==> src/sv/slbs_pkg.sv <==
// ============================================================================
// slbs_pkg
// Shared widths, codes, reset values and request types for the status LED
// blink and blip sequencer.
// ============================================================================
`default_nettype none

package slbs_pkg;

  localparam int TIME_BITS_DEF  = 16;
  localparam int COLOR_BITS_DEF = 24;

  localparam int REQ_W        = 2;
  localparam int PORT_COLOR_W = 24;
  localparam int PORT_TIME_W  = 16;
  localparam int MODE_W       = 2;
  localparam int CFG_IDX_W    = 2;
  localparam int CFG_DATA_W   = 24;

  // request codes
  localparam logic [REQ_W-1:0] REQ_TICK   = 2'd0;
  localparam logic [REQ_W-1:0] REQ_BLIP   = 2'd1;
  localparam logic [REQ_W-1:0] REQ_REDRAW = 2'd2;

  // LED modes
  localparam logic [MODE_W-1:0] MODE_OFF   = 2'd0;
  localparam logic [MODE_W-1:0] MODE_ON    = 2'd1;
  localparam logic [MODE_W-1:0] MODE_BLINK = 2'd2;

  // register indexes
  localparam logic [CFG_IDX_W-1:0] CFG_DISP_MODE    = 2'd0;
  localparam logic [CFG_IDX_W-1:0] CFG_BASE_COLOR   = 2'd1;
  localparam logic [CFG_IDX_W-1:0] CFG_BLINK_PERIOD = 2'd2;

  localparam logic [MODE_W-1:0]       DISP_MODE_RST    = MODE_ON;
  localparam logic [PORT_COLOR_W-1:0] BASE_COLOR_RST   = 24'h404040;
  localparam logic [PORT_TIME_W-1:0]  BLINK_PERIOD_RST = 16'd500;

  typedef struct packed {
    logic [REQ_W-1:0]        req_type;
    logic [PORT_COLOR_W-1:0] blip_color;
    logic [PORT_TIME_W-1:0]  blip_duration;
  } req_item_t;

  typedef struct packed {
    logic      fire;
    req_item_t item;
  } issue_t;

  typedef struct packed {
    logic                    wr;
    logic [PORT_COLOR_W-1:0] color;
  } result_t;

endpackage

`default_nettype wire

==> src/sv/slbs_in_stage.sv <==
// ============================================================================
// slbs_in_stage
// Input register for requests; issues the held request to the evaluator
// when the result register can take its outcome.
// ============================================================================
`default_nettype none

module slbs_in_stage (
  input  wire                      clk,
  input  wire                      rst,
  input  wire                      req_valid,
  output logic                     req_stall,
  input  wire slbs_pkg::req_item_t req_in,
  input  wire                      res_free,
  output slbs_pkg::issue_t         issue
);
  import slbs_pkg::*;

  logic      held_valid;
  req_item_t held_item;
  logic      fire;
  logic      accept;

  assign fire      = held_valid && res_free;
  assign req_stall = rst || (held_valid && !res_free);
  assign accept    = req_valid && !req_stall;

  assign issue.fire = fire;
  assign issue.item = held_item;

  always_ff @(posedge clk) begin
    if (rst) begin
      held_valid <= 1'b0;
    end else if (!held_valid || fire) begin
      held_valid <= req_valid;
    end
    if (accept) begin
      held_item <= req_in;
    end
  end

endmodule

`default_nettype wire

==> src/sv/slbs_eval.sv <==
// ============================================================================
// slbs_eval
// Config registers, sequencer state and the single evaluation pass that
// turns one request into an optional LED color write.
// ============================================================================
`default_nettype none

module slbs_eval #(
  parameter int TIME_BITS  = slbs_pkg::TIME_BITS_DEF,
  parameter int COLOR_BITS = slbs_pkg::COLOR_BITS_DEF
) (
  input  wire                                clk,
  input  wire                                rst,
  input  wire                                cfg_we,
  input  wire [slbs_pkg::CFG_IDX_W-1:0]      cfg_index,
  input  wire [slbs_pkg::CFG_DATA_W-1:0]     cfg_data,
  input  wire slbs_pkg::issue_t              issue,
  output slbs_pkg::result_t                  result
);
  import slbs_pkg::*;

  localparam int EW = TIME_BITS + 1;
  localparam logic [EW-1:0] ELAPSED_MAX = {EW{1'b1}};

  logic [MODE_W-1:0]     disp_mode;
  logic [COLOR_BITS-1:0] base_color;
  logic [TIME_BITS-1:0]  blink_period;

  logic [EW-1:0]         elapsed_ms;
  logic                  phase_on;
  logic                  blip_active;
  logic                  redraw_pending;
  logic [COLOR_BITS-1:0] held_blip_color;
  logic [TIME_BITS-1:0]  held_blip_duration;

  logic [COLOR_BITS-1:0] base_color_next;
  logic [EW-1:0]         elapsed_ms_next;
  logic                  phase_on_next;
  logic                  blip_active_next;
  logic                  redraw_pending_next;
  logic [COLOR_BITS-1:0] held_blip_color_next;
  logic [TIME_BITS-1:0]  held_blip_duration_next;

  logic                  start;
  logic                  wrote;
  logic [COLOR_BITS-1:0] col;
  logic [TIME_BITS-1:0]  period;

  always_comb begin
    base_color_next         = base_color;
    elapsed_ms_next         = elapsed_ms;
    phase_on_next           = phase_on;
    blip_active_next        = blip_active;
    redraw_pending_next     = redraw_pending;
    held_blip_color_next    = held_blip_color;
    held_blip_duration_next = held_blip_duration;
    start  = 1'b0;
    wrote  = 1'b0;
    col    = '0;
    period = (blink_period == '0) ? TIME_BITS'(1) : blink_period;

    case (issue.item.req_type)
      REQ_TICK: begin
        if (elapsed_ms_next != ELAPSED_MAX) begin
          elapsed_ms_next = elapsed_ms_next + EW'(1);
        end
      end
      REQ_BLIP: begin
        if (!blip_active_next) begin
          held_blip_color_next    = COLOR_BITS'(issue.item.blip_color);
          held_blip_duration_next = TIME_BITS'(issue.item.blip_duration);
          start = 1'b1;
        end
      end
      REQ_REDRAW: begin
        redraw_pending_next = 1'b1;
      end
      default: begin
      end
    endcase

    if (start) begin
      elapsed_ms_next  = '0;
      blip_active_next = 1'b1;
      phase_on_next    = 1'b1;
      col   = held_blip_color_next;
      wrote = 1'b1;
    end

    if (blip_active_next) begin
      if (phase_on_next && (elapsed_ms_next > EW'(held_blip_duration_next))) begin
        col   = base_color_next;
        wrote = 1'b1;
        phase_on_next = 1'b0;
      end
      if (!phase_on_next && (elapsed_ms_next > {held_blip_duration_next, 1'b0})) begin
        blip_active_next    = 1'b0;
        redraw_pending_next = 1'b1;
      end
    end

    if (!blip_active_next) begin
      case (disp_mode)
        MODE_OFF: begin
          if (redraw_pending_next) begin
            base_color_next = '0;
            col   = '0;
            wrote = 1'b1;
          end
        end
        MODE_ON: begin
          if (redraw_pending_next) begin
            col   = base_color_next;
            wrote = 1'b1;
          end
        end
        MODE_BLINK: begin
          if (redraw_pending_next) begin
            elapsed_ms_next = '0;
            phase_on_next   = 1'b1;
            col   = base_color_next;
            wrote = 1'b1;
          end
          if (elapsed_ms_next >= EW'(period)) begin
            elapsed_ms_next = elapsed_ms_next - EW'(period);
            phase_on_next   = !phase_on_next;
            col   = phase_on_next ? base_color_next : '0;
            wrote = 1'b1;
          end
        end
        default: begin
        end
      endcase
      redraw_pending_next = 1'b0;
    end
  end

  assign result.wr    = issue.fire && wrote;
  assign result.color = PORT_COLOR_W'(col);

  always_ff @(posedge clk) begin
    if (rst) begin
      disp_mode          <= DISP_MODE_RST;
      base_color         <= COLOR_BITS'(BASE_COLOR_RST);
      blink_period       <= TIME_BITS'(BLINK_PERIOD_RST);
      elapsed_ms         <= '0;
      phase_on           <= 1'b0;
      blip_active        <= 1'b0;
      redraw_pending     <= 1'b1;
      held_blip_color    <= '0;
      held_blip_duration <= '0;
    end else begin
      if (cfg_we) begin
        case (cfg_index)
          CFG_DISP_MODE:    disp_mode    <= cfg_data[MODE_W-1:0];
          CFG_BASE_COLOR:   base_color   <= COLOR_BITS'(cfg_data[PORT_COLOR_W-1:0]);
          CFG_BLINK_PERIOD: blink_period <= TIME_BITS'(cfg_data[PORT_TIME_W-1:0]);
          default: begin
          end
        endcase
      end else if (issue.fire) begin
        base_color <= base_color_next;
      end
      if (issue.fire) begin
        elapsed_ms         <= elapsed_ms_next;
        phase_on           <= phase_on_next;
        blip_active        <= blip_active_next;
        redraw_pending     <= redraw_pending_next;
        held_blip_color    <= held_blip_color_next;
        held_blip_duration <= held_blip_duration_next;
      end
    end
  end

endmodule

`default_nettype wire

==> src/sv/slbs_out_stage.sv <==
// ============================================================================
// slbs_out_stage
// Result register holding the LED color request until the sink takes it.
// ============================================================================
`default_nettype none

module slbs_out_stage (
  input  wire                                clk,
  input  wire                                rst,
  input  wire slbs_pkg::result_t             result,
  output logic                               res_free,
  output logic                               led_valid,
  input  wire                                led_stall,
  output logic [slbs_pkg::PORT_COLOR_W-1:0]  led_color
);
  import slbs_pkg::*;

  assign res_free = !led_valid || !led_stall;

  always_ff @(posedge clk) begin
    if (rst) begin
      led_valid <= 1'b0;
    end else if (result.wr) begin
      led_valid <= 1'b1;
    end else if (!led_stall) begin
      led_valid <= 1'b0;
    end
    if (result.wr) begin
      led_color <= result.color;
    end
  end

endmodule

`default_nettype wire

==> src/sv/status_led_blink_blip_sequencer.sv <==
// ============================================================================
// status_led_blink_blip_sequencer
// Drives one RGB status LED from tick, blip and redraw requests.
//
//   channel  dir  handshake             payload
//   req      in   req_valid/req_stall   req_type, blip_color, blip_duration
//   led      out  led_valid/led_stall   led_color
//   cfg      in   cfg_we                cfg_index, cfg_data
//
// One request per cycle while req_stall is low; a color write passes from the
// input register, where its request is taken, to the result register. The whole
// pass for one request is done between those two registers.
// req_stall rises only during reset or while a full result register is stalled.
// Synchronous reset restores the register defaults and forces a redraw.
// ============================================================================
`default_nettype none

module status_led_blink_blip_sequencer #(
  parameter int TIME_BITS  = slbs_pkg::TIME_BITS_DEF,
  parameter int COLOR_BITS = slbs_pkg::COLOR_BITS_DEF
) (
  input  wire                                clk,
  input  wire                                rst,
  input  wire                                cfg_we,
  input  wire [slbs_pkg::CFG_IDX_W-1:0]      cfg_index,
  input  wire [slbs_pkg::CFG_DATA_W-1:0]     cfg_data,
  input  wire                                req_valid,
  output logic                               req_stall,
  input  wire [slbs_pkg::REQ_W-1:0]          req_type,
  input  wire [slbs_pkg::PORT_COLOR_W-1:0]   blip_color,
  input  wire [slbs_pkg::PORT_TIME_W-1:0]    blip_duration,
  output logic                               led_valid,
  input  wire                                led_stall,
  output logic [slbs_pkg::PORT_COLOR_W-1:0]  led_color
);
  import slbs_pkg::*;

  req_item_t req_in;
  issue_t    issue;
  result_t   result;
  logic      res_free;

  assign req_in.req_type      = req_type;
  assign req_in.blip_color    = blip_color;
  assign req_in.blip_duration = blip_duration;

  slbs_in_stage u_in (
    .clk       (clk),
    .rst       (rst),
    .req_valid (req_valid),
    .req_stall (req_stall),
    .req_in    (req_in),
    .res_free  (res_free),
    .issue     (issue)
  );

  slbs_eval #(
    .TIME_BITS  (TIME_BITS),
    .COLOR_BITS (COLOR_BITS)
  ) u_eval (
    .clk       (clk),
    .rst       (rst),
    .cfg_we    (cfg_we),
    .cfg_index (cfg_index),
    .cfg_data  (cfg_data),
    .issue     (issue),
    .result    (result)
  );

  slbs_out_stage u_out (
    .clk       (clk),
    .rst       (rst),
    .result    (result),
    .res_free  (res_free),
    .led_valid (led_valid),
    .led_stall (led_stall),
    .led_color (led_color)
  );

endmodule

`default_nettype wire

==> config.mk <==
export PLATFORM = sky130hd
export DESIGN_NAME = status_led_blink_blip_sequencer
export DESIGN_NICKNAME = d
export VERILOG_FILES = /design/src/sv/slbs_pkg.sv /design/src/sv/slbs_in_stage.sv /design/src/sv/slbs_eval.sv /design/src/sv/slbs_out_stage.sv /design/src/sv/status_led_blink_blip_sequencer.sv
export SDC_FILE = /design/constraint.sdc
export NUM_CORES = 1
export LEC_CHECK = 0
export ABC_CLOCK_PERIOD_IN_PS = 8800
export BUFFER_PORTS_ARGS = -buffer_cell sky130_fd_sc_hd__buf_2
export CELL_PAD_IN_SITES_DETAIL_PLACEMENT = 1
export CELL_PAD_IN_SITES_GLOBAL_PLACEMENT = 1
export CORE_MARGIN = 5
export CORE_UTILIZATION = 45
export CTS_CLUSTER_DIAMETER = 80
export CTS_CLUSTER_SIZE = 8
export DETAILED_ROUTE_END_ITERATION = 10
export PLACE_DENSITY_LB_ADDON = 0.1
export SLEW_MARGIN = 15
export SYNTH_ARGS = -nofsm -noshare
export SYNTH_HDL_FRONTEND = slang
export SYNTH_SLANG_ARGS = --single-unit
==> constraint.sdc <==
create_clock -name clk -period 8.8 [get_ports clk]
set_input_delay 2.2 -clock clk [delete_from_list [all_inputs] [get_ports clk]]
set_output_delay 2.2 -clock clk [all_outputs]
set_load 0.1 [all_outputs]
==> flow_summary.json <==
{
  "setup_viol": 0,
  "ant_nets": 0,
  "fin_crit_sh_pct": 88.1,
  "skew_ns": 0.0134,
  "slowest_stage": "o221ai_4",
  "finalWorstSetupSlack_ns": 1.05,
  "place_congestion": 0.892,
  "syn_area_mm2": 0.00777,
  "cts_hold_buf": 0,
  "finalPower_mw": 1.72,
  "final_cells": 1107,
  "finalHoldViolations": 0,
  "pre_cts_ws_ns": 1.14,
  "cts_buffers": 17,
  "wl_um": 23400,
  "r2r-start": "u_eval.elapsed_ms[0]",
  "arrival_ns": 8.04,
  "cts_setup_buffers": 0,
  "drive_above_1_share_pct": 21.0,
  "first_pass_iters": 4,
  "postPlaceCellArea_mm2": 0.00845,
  "reg2reg_depth": 29,
  "ys.flop_type": "dfxtp_1",
  "dp_hpwl_um": 17300,
  "synth_edf_count": 66,
  "peakVddDrop_v": 0.000146,
  "synth_top_area_share_pct": 25.5,
  "synth_seq_cells": 146,
  "p_per_area_mw_per_mm2": 190,
  "cts_buffer_depth": 2,
  "clkLatencyLatePin_ns": 0.43,
  "setup.worst_path.class": "reg2reg",
  "grt_first_pass_wirelength_um": 36800,
  "crit_end": "u_out.led_color[1]",
  "path_clk_slew_ns": 0.07,
  "grt_antenna_before_repair": 0,
  "cts_tree": "yes",
  "synth_cells": 778,
  "yosys_warnings": 0,
  "register_area_mm2": 0.00358,
  "nNetsFinal": 992,
  "core-area_mm2": 0.0171,
  "via_per_inst": 5.78,
  "vias": 6402,
  "drc": 0,
  "cap_violations": 0,
  "worstMarginPinSlew_ns": 1.11,
  "gr-usage-all-layers_pct": 23.5,
  "clkSinkCount": 146,
  "cp.required_ns": 9.09,
  "rsz0062_at_grt": "false",
  "max_freq_mhz": 129,
  "syn2layout_area_growth_pct": 16.4,
  "final_util_pct": 52.8,
  "place_inst": 1075,
  "post_cts_resize_count": 0,
  "critPathCaptureType": "flip-flop",
  "yosys-top-cells-area": "edfxtp_1 (25%), dfxtp_1 (21%), ha_1 (7.9%), nand2_1 (5.3%), a22o_1 (5.1%)",
  "h-tree-depth": 4,
  "critPathMaxFanout": 24,
  "initial_core_util_pct": 45.4,
  "async_flop_share_pct": 0,
  "num_rows": 48,
  "fin_crit_ns": 7.75,
  "syn_area_per_cell_um2": 9.99,
  "design_area_mm2": 0.00904,
  "worst_path_largest_cell_delay_ns": 0.66,
  "routedWlPerCell_um": 21.1,
  "synthesis.nets": 901,
  "io_pins": 99,
  "yosysTopAreaCell": "edfxtp_1",
  "io_buffers": 98,
  "dr.first_iter.drc_count": 317,
  "drv_slew": 0,
  "regToRegEndpoint": "u_out.led_color[1]",
  "die_height_um": 141,
  "hp-class": "reg2reg",
  "hold_slack_ns": 0.455,
  "synth_seq_area_share_pct": 46.1,
  "status": "complete, no violations",
  "first_global_vias": 6863,
  "cts_root_buf": "clkbuf_16",
  "grt_max_degree": 52,
  "die_x_um": 141,
  "p_leak_nw": 3.71,
  "finalSetupTns_ns": 0,
  "r2r_setup_slack_ns": 1.05,
  "antenna_cells": 0,
  "crit_start": "u_eval.elapsed_ms[0]",
  "multiInputGateArea_mm2": 0.00387,
  "die-area_mm2": 0.0200,
  "grt.overflow.total": 0,
  "nFillCells": 1938,
  "relSlewSlack_pct": 26.2,
  "ys_types": 75,
  "start_kind": "flip-flop"
}
==> placed cells by master, fill, tap and decap left out, types with 10 or more instances in the layout <==
cell,n
inv_1,42
nand3_1,11
o21ai_0,20
clkbuf_16,17
nor3_1,17
mux2i_1,15
a22o_1,45
edfxtp_1,66
buf_4,10
dfxtp_1,80
nor2_1,52
or2_2,10
nand2_1,109
xnor2_1,13
buf_2,98
xor2_1,11
ha_1,49
a21oi_1,53
==> cell families (layout without fill, tap and decap cells) <==
| kind of cell | count (synthesis) | after routing | share of synthesized area [%] |
|---|---|---|---|
| simple gates | 258 | 258 | 16.0 |
| mux | 16 | 16 | 2.08 |
| fa+ha+maj | 50 | 50 | 8.14 |
| compound gates | 206 | 206 | 20.6 |
| xor+xnor | 24 | 24 | 2.70 |
| flops | 146 | 146 | 46.1 |
| buf+inv | 78 | 182 | 4.35 |
==> per-layer routing <==
| layer | track usage [%] | up-vias | wire length, um |
|---|---|---|---|
| met4 | 5.96 | 0 | 438 |
| met5 | 0 | - | 0 |
| met2 | 41.6 | 129 | 11900 |
| met3 | 4.62 | 34 | 887 |
| li1 | - | 3048 | - |
| met1 | 29.6 | 3191 | 10200 |
==> critical path: cells and delay by family, from the launching register on <==
kind            cells  cell delay [ns]
compound gates      9             2.77
xor+xnor            1             0.08
fa+ha+maj           3             1.03
buf+inv             2             0.34
flops               1             0.39
simple gates       14             2.98
==> area by class of cell <==
type,count,share of cell area (%)
Clock buffer,17,4.70
Tap cell,225,3.11
Inverter,42,1.74
Sequential cell,146,39.6
Multi-Input combinational cell,554,42.8
Timing Repair Buffer,108,6.25
Clock inverter,15,1.81
==> cell usage after synthesis, drive strengths merged (3+ instances only) <==
master	number
a211o	9
a211oi	5
a21o	7
a21oi	53
a221o	3
a221oi	3
a22o	45
a31oi	4
and2	3
and3	4
and4	6
buf	12
clkbuf	24
dfxtp	80
edfxtp	66
ha	49
inv	42
mux2i	15
nand2	111
nand2b	8
nand3	11
nand3b	3
nand4	9
nor2	54
nor2b	4
nor3	20
nor4	5
o21a	8
o21ai	24
o21bai	3
o221ai	15
o31a	4
o31ai	4
or2	10
or3	3
xnor2	13
xor2	11
==> worst min path at each step <==
| stage | slack [ns] | end | start | depth (start not counted) |
|---|---|---|---|---|
| after floorplan | 0.44 | u_eval.held_blip_duration[10] | u_eval.held_blip_duration[10] | 2 |
| after global placement | 0.44 | u_eval.held_blip_duration[10] | u_eval.held_blip_duration[10] | 2 |
| after detailed placement | 0.45 | u_eval.held_blip_duration[2] | u_eval.held_blip_duration[2] | 2 |
| after CTS | 0.46 | u_eval.held_blip_duration[2] | u_eval.held_blip_duration[2] | 2 |
| after global routing | 0.48 | u_eval.held_blip_duration[2] | u_eval.held_blip_duration[2] | 2 |
| final | 0.45 | u_eval.held_blip_duration[2] | u_eval.held_blip_duration[2] | 2 |
==> registers in the layout, summed over array words and instances (netlist names) <==
register and cells:
u_out.led_color 24, u_eval.disp_mode 2, u_eval.blink_period 16, u_out.led_valid 1
u_eval.elapsed_ms 17, u_eval.redraw_pending 1, u_eval.phase_on 1, u_eval.blip_active 1
u_in.held_valid 1, u_eval.base_color 24, u_eval.held_blip_duration 16, u_in.issue 42
==> power by group <==
part	total [mW]	leakage [nW]	switching (mW)	internal (mW)
clock network	0.734	0.286	0.330	0.403
registers	0.756	1.27	0.0154	0.741
logic	0.230	2.15	0.161	0.0684
Note: power is estimated with default switching activity, not from simulation.
